[src/design/srec_pkg.sv]
package srec_pkg;

  localparam int LEN_W     = 6;
  localparam int CHAR_W    = 7;
  localparam int CFG_IDX_W = 2;

  localparam logic [CFG_IDX_W-1:0] CFG_ADDR_BYTES   = 2'd0;
  localparam logic [CFG_IDX_W-1:0] CFG_BASE_ADDRESS = 2'd1;

  localparam logic [2:0] ADDR_BYTES_MIN   = 3'd2;
  localparam logic [2:0] ADDR_BYTES_MAX   = 3'd4;
  localparam logic [2:0] ADDR_BYTES_RESET = 3'd4;

  localparam logic [CHAR_W-1:0] CHAR_S    = 7'h53;
  localparam logic [CHAR_W-1:0] CHAR_NL   = 7'h0a;
  localparam logic [CHAR_W-1:0] CHAR_ZERO = 7'h30;
  localparam logic [CHAR_W-1:0] CHAR_A    = 7'h41;
  localparam logic [CHAR_W-1:0] CHAR_NUL  = 7'h00;
  localparam logic [CHAR_W-1:0] TERM_DIGIT_BASE = 7'd11;

  typedef struct packed {
    logic             go;
    logic             data_rec;
    logic             term;
    logic [LEN_W-1:0] len;
    logic [31:0]      addr;
  } srec_start_t;

  typedef struct packed {
    logic [CHAR_W-1:0] first_char;
    logic [CHAR_W-1:0] second_char;
    logic              second_valid;
    logic              record_end;
    logic              last_of_run;
  } srec_pair_t;

  function automatic logic [2:0] clamp_size(input logic [2:0] v);
    logic [2:0] r;
    if (v < ADDR_BYTES_MIN) r = ADDR_BYTES_MIN;
    else if (v > ADDR_BYTES_MAX) r = ADDR_BYTES_MAX;
    else r = v;
    return r;
  endfunction

  function automatic logic [CHAR_W-1:0] hex_char(input logic [3:0] v);
    logic [CHAR_W-1:0] r;
    if (v < 4'd10) r = CHAR_ZERO + {3'b000, v};
    else r = CHAR_A + {3'b000, v} - 7'd10;
    return r;
  endfunction

  // S1/S2/S3 for data, S9/S8/S7 for termination
  function automatic logic [CHAR_W-1:0] type_char(input logic [2:0] size, input logic term);
    logic [CHAR_W-1:0] r;
    if (term) r = CHAR_ZERO + TERM_DIGIT_BASE - {4'b0000, size};
    else r = CHAR_ZERO + {4'b0000, size} - 7'd1;
    return r;
  endfunction

endpackage

[src/design/srec_mem.sv]
module srec_mem #(
  parameter int DEPTH = 32,
  parameter int AW    = 5
) (
  input  logic          clk,
  input  logic          wr_en,
  input  logic [AW-1:0] wr_addr,
  input  logic [7:0]    wr_data,
  input  logic          rd_en,
  input  logic [AW-1:0] rd_addr,
  output logic [7:0]    rd_data
);

  logic [7:0] mem [DEPTH];

  always_ff @(posedge clk) begin
    if (wr_en) begin
      mem[wr_addr] <= wr_data;
    end
  end

  always_ff @(posedge clk) begin
    if (rd_en) begin
      rd_data <= mem[rd_addr];
    end
  end

endmodule

[src/design/srec_seq.sv]
module srec_seq (
  input  logic                       clk,
  input  logic                       rst,
  input  srec_pkg::srec_start_t      start,
  input  logic [2:0]                 size,
  input  logic [31:0]                base,
  output logic                       rd_en,
  output logic [srec_pkg::LEN_W-1:0] rd_addr,
  input  logic [7:0]                 rd_data,
  input  logic                       slot_free,
  output logic                       emit,
  output srec_pkg::srec_pair_t       pair,
  output logic                       idle
);

  typedef enum logic [7:0] {
    S_IDLE  = 8'b0000_0001,
    S_HEAD  = 8'b0000_0010,
    S_COUNT = 8'b0000_0100,
    S_ADDR  = 8'b0000_1000,
    S_READ  = 8'b0001_0000,
    S_DATA  = 8'b0010_0000,
    S_CHK   = 8'b0100_0000,
    S_NL    = 8'b1000_0000
  } state_t;

  state_t                     state;
  logic                       term_pending;
  logic                       rec_term;
  logic [31:0]                addr;
  logic [srec_pkg::LEN_W-1:0] len;
  logic [srec_pkg::LEN_W-1:0] pos;
  logic [srec_pkg::LEN_W-1:0] pos_inc;
  logic [1:0]                 idx;
  logic [7:0]                 sum;
  logic [7:0]                 sum_next;
  logic [7:0]                 count;
  logic [7:0]                 addr_byte;
  logic [7:0]                 cur_byte;
  logic                       fire;

  assign count   = {5'b00000, size} + {2'b00, len} + 8'd1;
  assign pos_inc = pos + srec_pkg::LEN_W'(1);
  assign rd_en   = (state == S_READ);
  assign rd_addr = pos;
  assign idle    = (state == S_IDLE);

  always_comb begin
    case (idx)
      2'd0:    addr_byte = addr[7:0];
      2'd1:    addr_byte = addr[15:8];
      2'd2:    addr_byte = addr[23:16];
      default: addr_byte = addr[31:24];
    endcase
  end

  // one shared byte path: selects the byte to print and feeds the checksum adder
  always_comb begin
    unique case (state)
      S_COUNT: cur_byte = count;
      S_ADDR:  cur_byte = addr_byte;
      S_DATA:  cur_byte = rd_data;
      S_CHK:   cur_byte = ~sum;
      default: cur_byte = 8'h00;
    endcase
  end

  assign sum_next = sum + cur_byte;

  always_comb begin
    emit = (state == S_HEAD) || (state == S_COUNT) || (state == S_ADDR) ||
           (state == S_DATA) || (state == S_CHK) || (state == S_NL);
    fire = emit && slot_free;
    pair.first_char   = srec_pkg::hex_char(cur_byte[7:4]);
    pair.second_char  = srec_pkg::hex_char(cur_byte[3:0]);
    pair.second_valid = 1'b1;
    pair.record_end   = 1'b0;
    pair.last_of_run  = 1'b0;
    if (state == S_HEAD) begin
      pair.first_char  = srec_pkg::CHAR_S;
      pair.second_char = srec_pkg::type_char(size, rec_term);
    end else if (state == S_NL) begin
      pair.first_char   = srec_pkg::CHAR_NL;
      pair.second_char  = srec_pkg::CHAR_NUL;
      pair.second_valid = 1'b0;
      pair.record_end   = 1'b1;
      pair.last_of_run  = !term_pending;
    end
  end

  always_ff @(posedge clk) begin
    if (rst) begin
      state        <= S_IDLE;
      term_pending <= 1'b0;
    end else begin
      unique case (state)
        S_IDLE: begin
          if (start.go) begin
            term_pending <= start.data_rec & start.term;
            rec_term     <= !start.data_rec;
            addr         <= start.data_rec ? start.addr : base;
            len          <= start.data_rec ? start.len : '0;
            state        <= S_HEAD;
          end
        end
        S_HEAD: begin
          if (fire) begin
            sum   <= 8'h00;
            idx   <= size[1:0] - 2'd1;
            pos   <= '0;
            state <= S_COUNT;
          end
        end
        S_COUNT: begin
          if (fire) begin
            sum   <= sum_next;
            state <= S_ADDR;
          end
        end
        S_ADDR: begin
          if (fire) begin
            sum <= sum_next;
            if (idx == 2'd0) begin
              state <= (len == '0) ? S_CHK : S_READ;
            end else begin
              idx <= idx - 2'd1;
            end
          end
        end
        S_READ: begin
          state <= S_DATA;
        end
        S_DATA: begin
          if (fire) begin
            sum   <= sum_next;
            pos   <= pos_inc;
            state <= (pos_inc == len) ? S_CHK : S_READ;
          end
        end
        S_CHK: begin
          if (fire) begin
            state <= S_NL;
          end
        end
        S_NL: begin
          if (fire) begin
            if (term_pending) begin
              // chain the termination record behind the flushed data record
              term_pending <= 1'b0;
              rec_term     <= 1'b1;
              addr         <= base;
              len          <= '0;
              state        <= S_HEAD;
            end else begin
              state <= S_IDLE;
            end
          end
        end
        default: state <= S_IDLE;
      endcase
    end
  end

  a_start_only_idle: assert property (@(posedge clk) disable iff (rst)
    start.go |-> (state == S_IDLE))
    else $error("record start while sequencer busy");

  a_read_in_range: assert property (@(posedge clk) disable iff (rst)
    (state == S_READ) |-> (pos < len))
    else $error("data read past record length");

  a_close_to_idle: assert property (@(posedge clk) disable iff (rst)
    (fire && (state == S_NL) && !term_pending) |=> (state == S_IDLE))
    else $error("sequencer did not return to idle after final newline");

endmodule

[src/design/srecord_stream_encoder_unit.sv]
// S-record encoder. Data bytes (req_type 0) are buffered until a record of
// BYTES_PER_RECORD bytes is full; that byte then releases the whole record as
// character pairs (S-type, count, address, data, checksum, lone newline).
// End of input (req_type 1) flushes any partial record and appends the
// S9/S8/S7 termination record. A byte that does not fill a record is stored
// in the buffer and starts no output. While a record is sent in_ready is low;
// the sequencer prints the header, count and address pairs, then for each data
// byte reads the buffer and prints it, then the checksum and newline pairs.
// Configuration writes take effect at once and are expected only while no
// record is in flight.
module srecord_stream_encoder_unit #(
  parameter int BYTES_PER_RECORD = 32
) (
  input  logic                           clk,
  input  logic                           rst,
  input  logic                           cfg_valid,
  output logic                           cfg_ready,
  input  logic [srec_pkg::CFG_IDX_W-1:0] cfg_index,
  input  logic [31:0]                    cfg_data,
  input  logic                           in_valid,
  output logic                           in_ready,
  input  logic                           req_type,
  input  logic [7:0]                     data_byte,
  output logic                           out_valid,
  input  logic                           out_ready,
  output logic [srec_pkg::CHAR_W-1:0]    first_char,
  output logic [srec_pkg::CHAR_W-1:0]    second_char,
  output logic                           second_valid,
  output logic                           record_end,
  output logic                           last_of_run
);

  localparam int MEM_AW = (BYTES_PER_RECORD > 1) ? $clog2(BYTES_PER_RECORD) : 1;
  localparam logic [srec_pkg::LEN_W-1:0] REC_LEN = srec_pkg::LEN_W'(BYTES_PER_RECORD);

  logic [2:0]                 address_bytes;
  logic [31:0]                base_address;
  logic [srec_pkg::LEN_W-1:0] fill_count;
  logic [31:0]                record_address;
  logic [srec_pkg::LEN_W-1:0] fill_inc;
  logic [2:0]                 size;
  logic                       in_fire;
  logic                       rec_full;
  srec_pkg::srec_start_t      start;
  logic                       seq_idle;
  logic                       emit;
  logic                       slot_free;
  srec_pkg::srec_pair_t       pair;
  logic                       rd_en;
  logic [srec_pkg::LEN_W-1:0] rd_addr;
  logic [7:0]                 rd_data;

  assign cfg_ready = 1'b1;
  assign in_ready  = seq_idle;
  assign in_fire   = in_valid && in_ready;
  assign fill_inc  = fill_count + srec_pkg::LEN_W'(1);
  assign rec_full  = (fill_inc == REC_LEN);
  assign size      = srec_pkg::clamp_size(address_bytes);
  assign slot_free = !out_valid || out_ready;

  always_comb begin
    start.go       = in_fire && (req_type || rec_full);
    start.data_rec = req_type ? (fill_count != '0) : 1'b1;
    start.term     = req_type;
    start.len      = req_type ? fill_count : fill_inc;
    start.addr     = record_address;
  end

  always_ff @(posedge clk) begin
    if (rst) begin
      address_bytes  <= srec_pkg::ADDR_BYTES_RESET;
      base_address   <= '0;
      record_address <= '0;
      fill_count     <= '0;
    end else begin
      if (cfg_valid && cfg_ready) begin
        unique case (cfg_index)
          srec_pkg::CFG_ADDR_BYTES: address_bytes <= cfg_data[2:0];
          srec_pkg::CFG_BASE_ADDRESS: begin
            base_address   <= cfg_data;
            record_address <= cfg_data;
          end
          default: ;
        endcase
      end
      if (in_fire) begin
        if (req_type) begin
          fill_count     <= '0;
          record_address <= base_address;
        end else if (rec_full) begin
          fill_count     <= '0;
          record_address <= record_address + {{(32-srec_pkg::LEN_W){1'b0}}, fill_inc};
        end else begin
          fill_count <= fill_inc;
        end
      end
    end
  end

  srec_mem #(
    .DEPTH (BYTES_PER_RECORD),
    .AW    (MEM_AW)
  ) u_mem (
    .clk     (clk),
    .wr_en   (in_fire && !req_type),
    .wr_addr (fill_count[MEM_AW-1:0]),
    .wr_data (data_byte),
    .rd_en   (rd_en),
    .rd_addr (rd_addr[MEM_AW-1:0]),
    .rd_data (rd_data)
  );

  srec_seq u_seq (
    .clk       (clk),
    .rst       (rst),
    .start     (start),
    .size      (size),
    .base      (base_address),
    .rd_en     (rd_en),
    .rd_addr   (rd_addr),
    .rd_data   (rd_data),
    .slot_free (slot_free),
    .emit      (emit),
    .pair      (pair),
    .idle      (seq_idle)
  );

  // output beat register
  always_ff @(posedge clk) begin
    if (rst) begin
      out_valid <= 1'b0;
    end else if (emit && slot_free) begin
      out_valid <= 1'b1;
    end else if (out_ready) begin
      out_valid <= 1'b0;
    end
  end

  always_ff @(posedge clk) begin
    if (emit && slot_free) begin
      first_char   <= pair.first_char;
      second_char  <= pair.second_char;
      second_valid <= pair.second_valid;
      record_end   <= pair.record_end;
      last_of_run  <= pair.last_of_run;
    end
  end

  a_fill_bound: assert property (@(posedge clk) disable iff (rst)
    fill_count < REC_LEN)
    else $error("fill count reached record size");

  a_out_hold: assert property (@(posedge clk) disable iff (rst)
    (out_valid && !out_ready) |=> (out_valid &&
      $stable({first_char, second_char, second_valid, record_end, last_of_run})))
    else $error("output beat changed while stalled");

  a_busy_holds_fill: assert property (@(posedge clk) disable iff (rst)
    !seq_idle |=> $stable(fill_count))
    else $error("fill count moved while a record was in flight");

endmodule

[config.mk]
export PLATFORM = sky130hd
export DESIGN_NAME = srecord_stream_encoder_unit
export DESIGN_NICKNAME = d
export VERILOG_FILES = /design/src/design/srec_pkg.sv /design/src/design/srec_mem.sv /design/src/design/srec_seq.sv /design/src/design/srecord_stream_encoder_unit.sv
export SDC_FILE = /design/constraint.sdc
export NUM_CORES = 1
export LEC_CHECK = 0
export ABC_AREA = 1
export BUFFER_PORTS_ARGS = -buffer_cell sky130_fd_sc_hd__buf_2
export CORE_MARGIN = 8
export CORE_UTILIZATION = 45
export CTS_CLUSTER_DIAMETER = 30
export DETAILED_ROUTE_END_ITERATION = 8
export SYNTH_ARGS = -nofsm -noshare
export SYNTH_HDL_FRONTEND = slang
export SYNTH_HIERARCHICAL = 1
export SYNTH_SLANG_ARGS = --single-unit
[constraint.sdc]
create_clock -name clk -period 3.8 [get_ports clk]
set_input_delay 0.57 -clock clk [delete_from_list [all_inputs] [get_ports clk]]
set_output_delay 0.57 -clock clk [all_outputs]
set_load 0.005 [all_outputs]
# Word level (Yosys, flattened, before mapping)
# Memories as Yosys holds them, arrays and structs flattened. A register that Yosys moved wholly into a read port is not among the register bits.
# Index checks and enable logic that the tools add are counted.
[classes]
eq_ne = 24
n_bitwise = 4
mux = 61
magnitude_cmp = 4
add_sub_neg = 17
reduce_logical = 35
[op_table]
columns = ["op", "count"]
rows = [
  ["32-bit 2-to-1 mux", 9],
  ["8-bit 2-to-1 mux", 10],
  ["32-bit case mux with 2 select lines", 1],
  ["8-bit case mux with 8 select lines", 1],
  ["6-bit 2-to-1 mux", 9],
  ["7-bit 2-to-1 mux", 6],
  ["32-bit by 6-bit adder with 32-bit output", 1],
  ["8-bit case mux with 4 select lines", 1],
  ["6-bit case mux with 2 select lines", 2],
  ["8-bit case mux with 3 select lines", 1],
  ["2-bit by 1-bit != test with 1-bit output (second input constant)", 9],
  ["17-bit 2-to-1 mux", 1],
  ["8-bit case mux with 2 select lines", 1],
  ["6-bit by 4-bit adder with 7-bit output (first input constant)", 2],
  ["7-bit by 4-bit adder with 7-bit output (first input constant)", 2],
  ["7-bit by 4-bit subtractor with 7-bit output (second input constant)", 2],
  ["6-bit by 1-bit adder with 6-bit output (second input constant)", 2],
  ["1-bit 2-to-1 mux", 10],
  ["5-bit AND reduction", 2],
  ["2-bit nonzero test", 5],
  ["8-bit by 1-bit adder with 8-bit output (second input constant)", 1],
  ["8-bit adder", 1],
  ["8-bit by 1-bit == test with 1-bit output (second input constant)", 1],
  ["8-bit by 2-bit == test with 1-bit output (second input constant)", 1],
  ["other kinds (38)", 64],
]
[totals]
mem_count = 1
output_inout_bits = 20
reg_bits = 155
ramBits = 256
[mem_list]
columns = ["memory", "depth", "width", "read_ports", "rd_clocked_by_memory_dff", "wr", "line_no", "text"]
rows = [
  ["u_mem.mem", 32, 8, 1, 1, 1, "srec_mem.sv:14", "logic [7:0] mem [DEPTH];"],
]

# Logic depth before layout (Yosys ltp)
[logic_depth]
word_depth = 11
mapped_depth = 19
ltp_nobuf = 19

# By module
# The synthesis kept the hierarchy.
[modules_own_cells]
columns = ["module", "area_per_inst_um2", "cells_each", "seq_area_each_um2", "instances"]
rows = [
  ["srec_mem", 10866.7, 922, 7927.6, 1],
  ["srecord_stream_encoder_unit", 5092.4, 741, 1991.9, 1],
  ["srec_seq", 4441.8, 545, 1831.8, 1],
]

# Worst setup path before layout
# Ideal clock, no wire load.
[synth_path]
kind = "register -> register"
start = "register fill_count[1] (netlist bit)"
end = "register u_seq.addr[0] (enable)"
synth_period_minus_slack_ns = 3.866
arrival_ns = 3.431
path_slack_ns = -0.066
path_stages_with_launch = 16
path_cell_list = "dfxtp_1 > ha_1 > nand3_1 > nand2_1 > nand3_1 > nor2_4 > nand2_4 > nand2_4 > nand2_8 > clkinv_2 > inv_1 > nand2_1 > o21ai_2 > nor2_1 > o21ai_0 > nor2_1"
[synth_lines]
columns = ["element", "line_no", "text"]
rows = [
  ["start, declared", "srecord_stream_encoder_unit.sv:38", "logic [srec_pkg::LEN_W-1:0] fill_count;"],
  ["start signal, assigned", "srecord_stream_encoder_unit.sv:94", "fill_count <= fill_inc;"],
  ["end signal, assigned", "srec_seq.sv:101", "addr <= start.data_rec ? start.addr : base;"],
  ["end signal, assigned", "srec_seq.sv:151", "addr <= base;"],
  ["end, declared", "srec_seq.sv:30", "logic [31:0] addr;"],
]

# Worst setup path in the final report
[layout_path]
start = "register u_seq.state[5]"
end = "memory u_mem.mem[7][6] (enable)"
[layout_via]
elab_chain_cells = 5
[layout_lines]
columns = ["element", "line_no", "text"]
rows = [
  ["start, declared", "srec_seq.sv:27", "state_t state;"],
  ["start signal, assigned", "srec_seq.sv:124", "state <= (len == '0) ? S_CHK : S_READ;"],
  ["start signal, assigned", "srec_seq.sv:137", "state <= (pos_inc == len) ? S_CHK : S_READ;"],
  ["8-bit by 1-bit == test with 1-bit output", "srec_seq.sv:46", "assign idle = (state == S_IDLE);"],
  ["1-bit logical AND", "srecord_stream_encoder_unit.sv:55", "assign in_fire = in_valid && in_ready;"],
  ["1-bit logical AND", "srecord_stream_encoder_unit.sv:105", ".wr_en (in_fire && !req_type),"],
  ["1-bit 2-to-1 mux", "srec_mem.sv:17", "if (wr_en) begin"],
  ["1-bit 2-to-1 mux (implied by the code)", "srec_mem.sv:18", "mem[wr_addr] <= wr_data;"],
  ["end, declared", "srec_mem.sv:14", ""],
]
# No other way between the ends.

==> impl_metrics.csv <==
group,metric,value,unit
run_status,status,"complete, no violations",
timing,clock.fmax,306,MHz
routing,wl,55500,um
worst_setup_path,cp_max_fo,8,
clocking,htree_levels,3,
synthesis,synth-async-reset-ratio,0,%
synthesis,synth_edf_count,336,
worst_setup_path,crit_slowest_cell,"nand3_1",
timing,setup_tns,0,ps
synthesis,synth_area_leaders,"edfxtp_1 (49%), nand2_1 (14%), dfxtp_1 (8.1%)",
timing,setup_viol,0,
clocking,hold_buffers,0,
cells_and_area,n_antenna_cell,0,
worst_setup_path,startpoint_type,"flip-flop",
placed_design,port_buffers,66,
pwr,ir_drop,0.426,mV
clocking,clk_transition_reported_paths,50,ps
worst_setup_path,worst_setup_path_end_kind,"flip-flop",
placed_design,pre_cts_slack,615,ps
routing,detail_route.vias_per_cell,5.28,
placed_design,dp_hpwl,36600,um
worst_setup_path,required,4100,ps
timing,fin_ws,530,ps
floorplan,dieArea,52400,sq um
floorplan,fp.dieH,229,um
synthesis,syn_nets,2286,
routing,drc,0,
timing,rsz0062_at_grt,"false",
synthesis,ys_types,60,
routing,antenna_left,0,
clocking,cts_buffers,88,
cells_and_area,drive_gt1_share,14.6,%
cells_and_area,fillerInstances,4052,
hold_path,min_path_type,"in -> reg",
cells_and_area,nNetsFinal,2399,
timing,fin_skew,26.3,ps
synthesis,synthTopCellsByCount,"nand2_1 (772), edfxtp_1 (336), nand3_1 (290)",
worst_setup_path,crit_type,"reg -> reg",
worst_setup_path,cp_top_family,"simple AND/OR/NAND/NOR gates",
synthesis,synth-seq-cells,419,
synthesis,syn_area,20400,sq um
synthesis,syn_area_per_cell,9.24,sq um
pwr,power.total,15200,uW
global_routing,track_usage,20.8,%
floorplan,start_util,45.2,%
clocking,ctsLongestPathBuffers,3,
timing,final-hold-violation-count,0,
clocking,cts_setup_buffers,0,
floorplan,pin_count,68,
timing,slew_headroom,22.9,%
timing,min_period,3270,ps
floorplan,die_w,229,um
timing,slew_viol_final,0,
synthesis,yosysMostFrequentCell,"nand2_1",
synthesis,synth_top_cell_by_area,"edfxtp_1",
clocking,numClockSinks,419,
worst_setup_path,path_cells,"nor2_1 > nand2_4 > nor2_1 > nand2_1 > nor2_1 > nand3_1 > nor2_1 > buf_4",
routing,num_vias,15800,
cells_and_area,syn_to_final_growth,19.1,%
synthesis,yosysWarnings,6,
worst_setup_path,path_common_cell,"nor2_1",
synthesis,netlist.area_leader.share,49.5,%
global_routing,gr-total-overflow,0,
worst_setup_path,cp_num_buf_inv,1,
routing,routedWlPerCell,18.5,um
floorplan,num_rows,78,
floorplan,core-area,45100,sq um
clocking,clock-root-buffer,"clkbuf_16",
pwr,p_leak,0.00961,uW
global_routing,grt_antenna_before_repair,0,
synthesis,yosysSeqAreaShare,57.6,%
clocking,cts-resized-gates,0,
global_routing,first_global_vias,15400,
routing,drt_iter0_markers,1358,
global_routing,grt_pass1_wl,86200,um
worst_setup_path,max_stage_delay,680,ps
job,maxCapViolations,0,
synthesis,syn_inst,2208,
synthesis,ys.flop_type,"edfxtp_1",
global_routing,grt_max_degree,81,
clocking,cts_tree,"built",
routing,drt-pass1-iter-count,6,
placed_design,place_congestion,0.897,
timing,period_share,86.1,%
pwr,p_per_area,625,nW/um^2
timing,tightest_slew,1160,ps
worst_setup_path,cp.arrival,3570,ps
clocking,insertion_delay,610,ps
-- power by group --
group	switching [uW]	internal (uW)	total (uW)
clock network	2470	5310	7770
logic	1290	499	1790
registers	247	5370	5610
total	4010	11200	15200
-- cell families (layout without fill, tap and decap cells) --
group	Yosys count	after routing	share of synthesized area [%]
fa+ha+maj	30	30	1.95
compound gates	183	183	5.33
other cells	1	1	0.0184
xor+xnor	18	18	0.773
flops	419	419	57.6
buf+inv	248	434	6.10
simple gates	1308	1308	28.2
mux	1	1	0.0491
-- cell usage in the layout, fill, tap and decap left out, types with 12 or more instances in the layout --
cell type	n
buf_2	66
nand4_1	13
edfxtp_1	336
clkinv_2	12
dfxtp_1	83
inv_1	135
xor2_1	16
inv_2	12
clkbuf_1	13
nor2_4	12
a21oi_1	81
nor2_1	140
nor3_1	19
ha_1	27
buf_4	52
o21ai_0	49
nand3_1	290
nand2_1	772
clkbuf_16	91
bufinv_16	12
-- metal layers --
metal / vias up / wire [um] / GRT usage, %
met5: - / 0 / 0
met4: 0 / 1360 / 7.39
met3: 99 / 3770 / 3.35
met2: 575 / 25100 / 32.5
met1: 7449 / 25200 / 29.0
li1: 7690 / - / -
-- state kept, by name (all words and copies together) (netlist names) --
| register | cells |
|---|---|
| u_mem/rd_data | 8 |
| u_seq/rd_addr | 6 |
| fill_count | 6 |
| u_seq/state | 8 |
| record_address | 32 |
| u_seq/idx | 2 |
| u_seq/len | 6 |
| first_char | 7 |
| second_char | 7 |
| record_end | 1 |
| u_seq/addr | 32 |
| u_mem/mem | 256 |
| u_seq/sum | 8 |
| out_valid | 1 |
| base_address | 32 |
| second_valid | 1 |
| u_seq/term_pending | 1 |
| address_bytes | 3 |
| last_of_run | 1 |
| u_seq/rec_term | 1 |
-- cell type report --
type | count | area (sq um) | share of cell area [%]
clock buffer | 110 | 2410 | 9.91
clock inverter | 53 | 651 | 2.68
inverter | 152 | 578 | 2.38
multi-input combinational | 1541 | 7420 | 30.5
sequential | 419 | 11800 | 48.4
tap | 600 | 751 | 3.09
timing repair buffer | 119 | 741 | 3.05
-- worst register-to-register path, delay by kind of cell, from the launching register on --
kind | cells | cell delay [ps]
buf+inv | 1 | 210
flops | 1 | 340
simple gates | 7 | 2440
-- through the flow --
stage                     area, sq um  std cells  util [%]  hold slack, ps
after floorplan                 20400       2208         -             451
after global placement          21200       2831      47.1             464
after detailed placement        21200       2831      47.1             472
after CTS                       24300       2994      53.9             223
after global routing            24300       2994      53.9             254
final                           24300       2994      53.9             248
-- path summary, 6_finish.rpt --
check                                 startpoint               end  slack [ps]  depth (start not counted)
worst max register to register    u_seq/state[5]   u_mem/mem[7][6]         530                          8
worst max-delay path              u_seq/state[5]   u_mem/mem[7][6]         530                          8
worst min register to register  base_address[10]  base_address[10]         480                          2
worst min-delay path                 cfg_data[7]   base_address[7]         250                          3
Note: power is estimated with default switching activity, not from simulation.
